--- src/hw/rtl/prs32_pkg.sv ---
package prs32_pkg;

	localparam int SAMPLE_BITS    = 16;
	localparam int PHASE_TAPS     = 23;
	localparam int TAP_IDX_BITS   = $clog2(PHASE_TAPS);
	localparam int TABLE_FRAC     = 17;
	localparam int TABLE_BITS     = TABLE_FRAC + 1;
	localparam int FILL_INDEX     = 12;
	localparam int FILL_BITS      = 4;
	localparam int ZERO_TAIL      = 13;
	localparam int MAX_RESULTS    = 10;
	localparam int COUNT_BITS     = 4;

	typedef struct packed {
		logic signed [SAMPLE_BITS-1:0] in_sample;
		logic                          in_last;
	} in_word_t;

	typedef struct packed {
		logic signed [SAMPLE_BITS-1:0] out_sample;
		logic                          run_last;
		logic                          stream_last;
	} out_word_t;

	// windowed-sinc taps, Q1.17, phase 0 then phase 1
	localparam logic signed [TABLE_BITS-1:0] COEF_TAB [0:1][0:PHASE_TAPS-1] = '{
		'{18'sd0, 18'sd0, -18'sd141, 18'sd692, -18'sd226, -18'sd2847, 18'sd5603,
		  -18'sd659, -18'sd15592, 18'sd35480, 18'sd86508, 18'sd35480, -18'sd15592,
		  -18'sd659, 18'sd5603, -18'sd2847, -18'sd226, 18'sd692, -18'sd141,
		  18'sd0, 18'sd0, 18'sd0, 18'sd0},
		'{18'sd0, 18'sd0, 18'sd0, -18'sd48, 18'sd64, 18'sd950, -18'sd2353,
		  18'sd443, 18'sd6672, -18'sd12263, 18'sd816, 18'sd71288, 18'sd71288,
		  18'sd816, -18'sd12263, 18'sd6672, 18'sd443, -18'sd2353, 18'sd950,
		  18'sd64, -18'sd48, 18'sd0, 18'sd0}
	};

endpackage

--- src/hw/rtl/polyphase_resampler_3to2.sv ---
// 24 kHz to 16 kHz resampler: two-phase polyphase windowed-sinc FIR, 23 taps per phase.
// Input channel: in_valid / in_stall / in_data carry one Q1.15 sample and a last flag.
// Output channel: out_valid / out_stall / out_data carry one Q1.15 sample plus
// run_last (last word caused by this input) and stream_last (last word of the stream).
// One shared multiply-accumulate unit walks the 23 taps of a phase, one tap per cycle,
// so each output word passes through setup, 23 products, drain, round and step.
// A sample that gives no output passes through ST_POST and ST_FIN; every third sample, once
// twelve samples have been seen, gives two words. Each word waits in a holding register
// until the next one is ready, so run_last can be set. in_stall is high while an item
// is being worked on. The sample marked last shifts in up to 13 zeros and gives the
// remaining words; then the block clears its delay line and counters and returns to idle.
// A stalled output word holds in the output register; the block finishes the next
// product sum meanwhile and then waits. Reset clears the delay line and counters.
module polyphase_resampler_3to2 #(
	parameter int COEF_BITS   = 18,
	parameter int LENGTH_BITS = 32
) (
	input  logic                 clk,
	input  logic                 arst_n,
	input  logic                 in_valid,
	output logic                 in_stall,
	input  prs32_pkg::in_word_t  in_data,
	output logic                 out_valid,
	input  logic                 out_stall,
	output prs32_pkg::out_word_t out_data
);
	import prs32_pkg::*;

	localparam int ACC_W = SAMPLE_BITS + COEF_BITS + TAP_IDX_BITS;
	localparam int PROD_W = SAMPLE_BITS + COEF_BITS;
	localparam int CMP_W = LENGTH_BITS + 2;
	localparam int COEF_SHIFT = COEF_BITS - 1 - TABLE_FRAC;
	localparam logic signed [ACC_W-1:0] SAT_HI = ACC_W'((2 ** (SAMPLE_BITS - 1)) - 1);
	localparam logic signed [ACC_W-1:0] SAT_LO = ACC_W'(-(2 ** (SAMPLE_BITS - 1)));
	localparam logic signed [ACC_W-1:0] ROUND_HALF = ACC_W'(1) <<< (COEF_BITS - 2);

	typedef enum logic [8:0] {
		ST_IDLE  = 9'b000000001,
		ST_START = 9'b000000010,
		ST_MAC   = 9'b000000100,
		ST_DRAIN = 9'b000001000,
		ST_EMIT  = 9'b000010000,
		ST_NEXT  = 9'b000100000,
		ST_POST  = 9'b001000000,
		ST_FLUSH = 9'b010000000,
		ST_FIN   = 9'b100000000
	} state_t;

	state_t                        state_q;
	logic signed [SAMPLE_BITS-1:0] dl_q [PHASE_TAPS];
	logic [LENGTH_BITS-1:0]        seen_q;
	logic [LENGTH_BITS-1:0]        given_q;
	logic [1:0]                    ph_q;
	logic [FILL_BITS-1:0]          fill_q;
	logic [TAP_IDX_BITS-1:0]       k_q;
	logic                          p_q;
	logic                          last_q;
	logic                          flush_q;
	logic [FILL_BITS-1:0]          pad_q;
	logic [COUNT_BITS-1:0]         cnt_q;
	logic                          pend_valid_q;
	logic signed [SAMPLE_BITS-1:0] pend_sample_q;
	logic                          prod_v_s1;
	logic signed [PROD_W-1:0]      prod_s1;
	logic signed [ACC_W-1:0]       acc_q;
	logic                          out_valid_q;
	out_word_t                     out_data_q;

	logic signed [24:0]            coef_raw;
	logic signed [COEF_BITS-1:0]   coef_val;
	logic [CMP_W-1:0]              given3;
	logic [CMP_W-1:0]              seen2;
	logic                          below_target;
	logic                          fill_full;
	logic                          slot_free;
	logic                          emit_go;
	logic                          fin_go;
	logic                          push;
	logic signed [ACC_W-1:0]       rsum;
	logic signed [ACC_W-1:0]       rshift;
	logic signed [SAMPLE_BITS-1:0] rounded;
	logic [1:0]                    ph_next;
	logic [FILL_BITS-1:0]          fill_next;

	assign coef_raw = 25'(COEF_TAB[p_q][k_q]);

	generate
		if (COEF_SHIFT >= 0) begin : g_coef_up
			assign coef_val = COEF_BITS'(coef_raw <<< COEF_SHIFT);
		end else begin : g_coef_down
			localparam int RS = -COEF_SHIFT;
			assign coef_val = COEF_BITS'((coef_raw + (25'sd1 <<< (RS - 1))) >>> RS);
		end
	endgenerate

	// outputs_given < (2*seen+2)/3  <=>  3*given + 1 <= 2*seen
	assign given3 = CMP_W'({given_q, 1'b0}) + CMP_W'(given_q) + CMP_W'(1);
	assign seen2 = CMP_W'({seen_q, 1'b0});
	assign below_target = given3 <= seen2;

	assign fill_full = fill_q == FILL_BITS'(FILL_INDEX);
	assign fill_next = fill_full ? fill_q : fill_q + FILL_BITS'(1);
	assign ph_next = (ph_q == 2'd2) ? 2'd0 : ph_q + 2'd1;

	assign slot_free = !out_valid_q || !out_stall;
	assign emit_go = (state_q == ST_EMIT) && (!pend_valid_q || slot_free);
	assign fin_go = (state_q == ST_FIN) && (!pend_valid_q || slot_free);
	assign push = (emit_go || fin_go) && pend_valid_q;

	assign rsum = acc_q + ROUND_HALF;
	assign rshift = rsum >>> (COEF_BITS - 1);

	always_comb begin
		if (rshift > SAT_HI) begin
			rounded = SAT_HI[SAMPLE_BITS-1:0];
		end else if (rshift < SAT_LO) begin
			rounded = SAT_LO[SAMPLE_BITS-1:0];
		end else begin
			rounded = rshift[SAMPLE_BITS-1:0];
		end
	end

	assign in_stall = state_q != ST_IDLE;
	assign out_valid = out_valid_q;
	assign out_data = out_data_q;

	always_ff @(posedge clk or negedge arst_n) begin
		if (!arst_n) begin
			state_q      <= ST_IDLE;
			for (int i = 0; i < PHASE_TAPS; i++) begin
				dl_q[i] <= '0;
			end
			seen_q       <= '0;
			given_q      <= '0;
			ph_q         <= '0;
			fill_q       <= '0;
			k_q          <= '0;
			p_q          <= 1'b0;
			last_q       <= 1'b0;
			flush_q      <= 1'b0;
			pad_q        <= '0;
			cnt_q        <= '0;
			pend_valid_q <= 1'b0;
			prod_v_s1    <= 1'b0;
			out_valid_q  <= 1'b0;
		end else begin
			prod_v_s1 <= state_q == ST_MAC;
			if (push) begin
				out_valid_q <= 1'b1;
			end else if (!out_stall) begin
				out_valid_q <= 1'b0;
			end

			case (state_q)
				ST_IDLE: begin
					if (in_valid) begin
						for (int i = 0; i < PHASE_TAPS - 1; i++) begin
							dl_q[i] <= dl_q[i+1];
						end
						dl_q[PHASE_TAPS-1] <= in_data.in_sample;
						last_q  <= in_data.in_last;
						flush_q <= 1'b0;
						if (seen_q != '1) begin
							seen_q <= seen_q + LENGTH_BITS'(1);
						end
						ph_q   <= ph_next;
						fill_q <= fill_next;
						p_q    <= 1'b0;
						if (ph_q == 2'd0 && fill_full) begin
							state_q <= ST_START;
						end else begin
							state_q <= ST_POST;
						end
					end
				end
				ST_START: begin
					k_q <= '0;
					// drop the word once the result cap is reached
					if (cnt_q == COUNT_BITS'(MAX_RESULTS)) begin
						state_q <= ST_NEXT;
					end else begin
						state_q <= ST_MAC;
					end
				end
				ST_MAC: begin
					if (k_q == TAP_IDX_BITS'(PHASE_TAPS - 1)) begin
						state_q <= ST_DRAIN;
					end else begin
						k_q <= k_q + TAP_IDX_BITS'(1);
					end
				end
				ST_DRAIN: begin
					state_q <= ST_EMIT;
				end
				ST_EMIT: begin
					if (emit_go) begin
						pend_valid_q <= 1'b1;
						cnt_q <= cnt_q + COUNT_BITS'(1);
						if (given_q != '1) begin
							given_q <= given_q + LENGTH_BITS'(1);
						end
						state_q <= ST_NEXT;
					end
				end
				ST_NEXT: begin
					if (!p_q && (!flush_q || below_target)) begin
						p_q     <= 1'b1;
						state_q <= ST_START;
					end else if (flush_q) begin
						state_q <= ST_FLUSH;
					end else begin
						state_q <= ST_POST;
					end
				end
				ST_POST: begin
					if (last_q) begin
						flush_q <= 1'b1;
						pad_q   <= '0;
						state_q <= ST_FLUSH;
					end else begin
						state_q <= ST_FIN;
					end
				end
				ST_FLUSH: begin
					if (pad_q < FILL_BITS'(ZERO_TAIL) && below_target) begin
						for (int i = 0; i < PHASE_TAPS - 1; i++) begin
							dl_q[i] <= dl_q[i+1];
						end
						dl_q[PHASE_TAPS-1] <= '0;
						pad_q  <= pad_q + FILL_BITS'(1);
						ph_q   <= ph_next;
						fill_q <= fill_next;
						p_q    <= 1'b0;
						if (ph_q == 2'd0 && fill_full) begin
							state_q <= ST_START;
						end
					end else begin
						state_q <= ST_FIN;
					end
				end
				ST_FIN: begin
					if (fin_go) begin
						pend_valid_q <= 1'b0;
						cnt_q        <= '0;
						if (last_q) begin
							for (int i = 0; i < PHASE_TAPS; i++) begin
								dl_q[i] <= '0;
							end
							seen_q  <= '0;
							given_q <= '0;
							ph_q    <= '0;
							fill_q  <= '0;
						end
						state_q <= ST_IDLE;
					end
				end
				default: begin
					state_q <= ST_IDLE;
				end
			endcase
		end
	end

	always_ff @(posedge clk) begin
		prod_s1 <= dl_q[k_q] * coef_val;
		if (state_q == ST_START) begin
			acc_q <= '0;
		end else if (prod_v_s1) begin
			acc_q <= acc_q + ACC_W'(prod_s1);
		end
		if (emit_go) begin
			pend_sample_q <= rounded;
		end
		if (push) begin
			out_data_q.out_sample  <= pend_sample_q;
			out_data_q.run_last    <= fin_go;
			out_data_q.stream_last <= fin_go && last_q;
		end
	end

`ifndef SYNTHESIS
	a_cnt_cap: assert property (@(posedge clk) disable iff (!arst_n)
		cnt_q <= COUNT_BITS'(MAX_RESULTS))
		else $error("result count above cap");

	a_idle_empty: assert property (@(posedge clk) disable iff (!arst_n)
		state_q == ST_IDLE |-> !pend_valid_q && cnt_q == '0)
		else $error("pending word left over between items");

	a_stream_run: assert property (@(posedge clk) disable iff (!arst_n)
		out_valid_q && out_data_q.stream_last |-> out_data_q.run_last)
		else $error("stream_last without run_last");

	a_phase_range: assert property (@(posedge clk) disable iff (!arst_n)
		ph_q != 2'd3 && pad_q <= FILL_BITS'(ZERO_TAIL))
		else $error("phase or pad count out of range");

	a_drain_tap: assert property (@(posedge clk) disable iff (!arst_n)
		state_q == ST_DRAIN |-> k_q == TAP_IDX_BITS'(PHASE_TAPS - 1) && prod_v_s1)
		else $error("tap walk ended early");
`endif

endmodule
--- config.mk ---
export PLATFORM = sky130hd
export DESIGN_NAME = polyphase_resampler_3to2
export DESIGN_NICKNAME = d
export VERILOG_FILES = /design/src/hw/rtl/prs32_pkg.sv /design/src/hw/rtl/polyphase_resampler_3to2.sv
export SDC_FILE = /design/constraint.sdc
export NUM_CORES = 2
export LEC_CHECK = 0
export BUFFER_PORTS_ARGS = -buffer_cell sky130_fd_sc_hd__buf_2
export CAP_MARGIN = 40
export CORE_ASPECT_RATIO = 0.6
export CORE_MARGIN = 2
export CORE_UTILIZATION = 59
export DETAILED_ROUTE_END_ITERATION = 6
export PLACE_DENSITY = 0.77
export SLEW_MARGIN = 20
export SYNTH_ARGS = -nofsm -noshare
export SYNTH_HDL_FRONTEND = slang
export SYNTH_SLANG_ARGS = --single-unit
--- constraint.sdc ---
create_clock -name clk -period 8.55 [get_ports clk]
set_input_delay 0.4275 -clock clk [delete_from_list [all_inputs] [get_ports clk]]
set_output_delay 0.4275 -clock clk [all_outputs]
set_load 0.005 [all_outputs]
==> flow_summary.toml <==
[timing]
max_freq_mhz = 121
slew_headroom_pct = 40.3
finalWorstPathRequiredPeriod_ns = 8.24
worst_slack_ns = 0.312
worst_pin_slew_ns = 0.895
timing.final.crit_share_pct = 96.3
finalHoldViolCount = 0
finalMaxSlewViolations = 0
worst_clock_skew_ns = 0.0426
setup_viol = 0

[die]
core_area_sq_um = 70000
io_pins = 41
design.die.area_sq_um = 73100
initial_core_util_pct = 59.7
rows = 75
fp.dieH_microns = 210
die_w_microns = 348

[yosys]
ys.flop_type = "dfrtp_1"
synth-seq-cells = 573
netlist_area_sq_um = 41800
synth_fa_ha_area_share_pct = 20.2
synthCells = 4648
synthXorXnorAreaFrac_pct = 3.52
synth_top_family_by_area = "adder cells"
synth_fp_nets = 5169
seq_area_frac_synth_pct = 33.8
synth_mux_area_share_pct = 6.51
synth-compound-area-share_pct = 12.6
synth.distinct_cells = 85
async_flop_share_pct = 81.3
synth_edf_count = 34
yosys_warnings = 0
avgSynthCellArea_sq_um = 9.00
synthSimpleGateAreaFrac_pct = 16.9

[finish]
drive_gt1_share_pct = 9.38
area_growth_pct = 8.66
finalCoreUtilization_pct = 64.9
final_nets = 5157
fillers = 5618
final_area_sq_um = 45400
mostFrequentLayoutCells = "nand2_1 (957), o21ai_0 (491), dfrtp_1 (460)"
final_common_cell = "nand2_1"

[status]
status = "finished clean"

[power]
power_density_nw_per_um2 = 226
vdd_ir_drop_max_v = 0.000360
power_leakage_nw = 21.1

[global_route]
grt_usage_pct = 28.4
top_usage_layer = "met1"
grt-ovfl-total = 0
antenna_found_initial = 2
gr-usage-met3_pct = 7.47
use_met2_pct = 37.9
grt_pass1_vias = 30957
grt_max_degree = 159
grt_pass1_wl_mm = 168
gr-usage-met1_pct = 46.3

[placement]
hpwl_mm = 74.7
dpl_cell_area_sq_um = 43300
pre_cts_ws_ns = 0.0148
port_buffers = 40
gp_congestion = 0.975

[worst_hold_path]
hp-class = "primary input to flip-flop"

[clocking]
cts_tree = "yes"
htreeDepth = 2
clock_latency_ns = 0.64
cts-root-buf = "clkbuf_16"
cts.clk_slew.worst_paths_ns = 0.07
cts.sinks = 573
cts_buffers = 55
cts_max_path_buffers = 3

[setup_path]
crit_buf_inv = 8
startpoint_type = "flip-flop"
critPathKind = "flip-flop to flip-flop"
cp.arrival_ns = 8.78
max_stage_delay_ns = 0.54
cpLargestDelayFamily = "adder cells"
worstPathMaxFanout = 14
worstPathRequired_ns = 9.10
critPathSlowestCell = "mux4_2"
cpMostUsedCell = "fa_1"
endpoint_kind = "flip-flop"

[job]
drv_cap = 0

[route]
via_count = 32590
drt-initial-drc-count = 3391
vias_per_cell = 5.81
post-route-drc-count = 0
wl_per_cell_microns = 18.1
antenna_left = 0
routed_wl_mm = 101
dr.pass1.iters = 6
## where the power goes
group / total [W] / internal [W] / switching [W] / leakage (nW)
Combinational: 0.00361 / 0.00125 / 0.00236 / 13.1
Clock: 0.00250 / 0.00139 / 0.00111 / 0.896
Sequential: 0.00416 / 0.00352 / 0.000642 / 7.10
## per-layer routing
layer | routed length [microns] | vias to the layer above | part of all wire [%]
met2 | 39900 | 1320 | 39
met4 | 1410 | 2 | 1.4
met5 | 13 | - | 0.013
met3 | 11100 | 119 | 11
met1 | 49000 | 15719 | 48
li1 | - | 15430 | -
## cells in the mapped netlist (all sizes together) (22+ instances only)
master,count,area (sq um)
a21o,67,503
a21oi,133,666
a31oi,22,144
and3,33,206
buf,70,349
clkbuf,174,653
dfrtp,465,11600
dfxtp,73,1460
edfxtp,34,1020
fa,292,5850
ha,208,2600
inv,449,1690
mux2i,37,370
mux4,96,2160
nand2,959,3600
nand2b,40,250
nand3,60,300
nand4,41,257
nor2,368,1380
nor3,37,196
o21ai,507,2540
xnor2,117,1020
xor2,51,447
## area by class of cell
type                       instances  area, sq um  area share, %
multi-input combinational       3381        25100           55.2
sequential                       573        14200           31.2
clock buffer                      76         1540           3.39
antenna                            1         2.50        0.00551
tap                              924         1160           2.54
clock inverter                    27          285          0.628
inverter                         450         1700           3.73
timing repair buffer             175         1530           3.38
## kinds of logic (layout without fill, tap and decap cells)
logic type      Yosys count  after routing
fa+ha+maj               500            500
other cells               0              1
xor+xnor                168            168
buf+inv                 694            728
compound gates          902            902
flops                   573            573
simple gates           1661           1661
mux                     150            150
## sequential cells by signal, indices dropped and copies added (netlist names), 4 cells and up
| name | flops |
|---|---|
| dl_q | 368 |
| acc_q | 39 |
| prod_s1 | 34 |
| given_q | 32 |
| seen_q | 32 |
| out_data | 18 |
| pend_sample_q | 16 |
| state_q | 9 |
| k_q | 5 |
| cnt_q | 4 |
| fill_q | 4 |
| pad_q | 4 |
## worst paths after layout
path	from	endpoint	slack (ns)	cells after the start
max reg2reg	k_q[0]$_DFFE_PN0P_	prod_s1[30]$_DFF_P_	0.31	29
max	k_q[0]$_DFFE_PN0P_	prod_s1[30]$_DFF_P_	0.31	29
max in group asynchronous	arst_n	dl_q[114]$_DFFE_PN0P_	6.30	5
min	in_valid	state_q[0]$_DFFE_PN1P_	0.05	2
min in group asynchronous	arst_n	seen_q[26]$_DFFE_PN0P_	0.39	2
min reg2reg	pend_sample_q[4]$_SDFFCE_PN1P_	out_data[6]$_DFFE_PP_	0.42	0
## stage by stage
stage | TNS, ns | hold WS [ns] | instances | power, W
after floorplan | 0 | 0.132 | 4648 | 0.00684
after global placement | 0 | 0.402 | 5481 | 0.00753
after detailed placement | 0 | 0.405 | 5487 | 0.00776
after CTS | 0 | 0.0000179 | 5592 | 0.0103
after global routing | -0.00186 | 0.0262 | 5606 | 0.0111
final | 0 | 0.0455 | 5607 | 0.0103
## what timing repair did
item                       4_1_cts  5_1_grt
hold buffers                     2        0
gates resized for setup          0       13
setup endpoints to repair        0        9
setup buffers                    0        8
hold endpoints to repair       110        0
No activity file was read; power rests on OpenSTA's default activity.
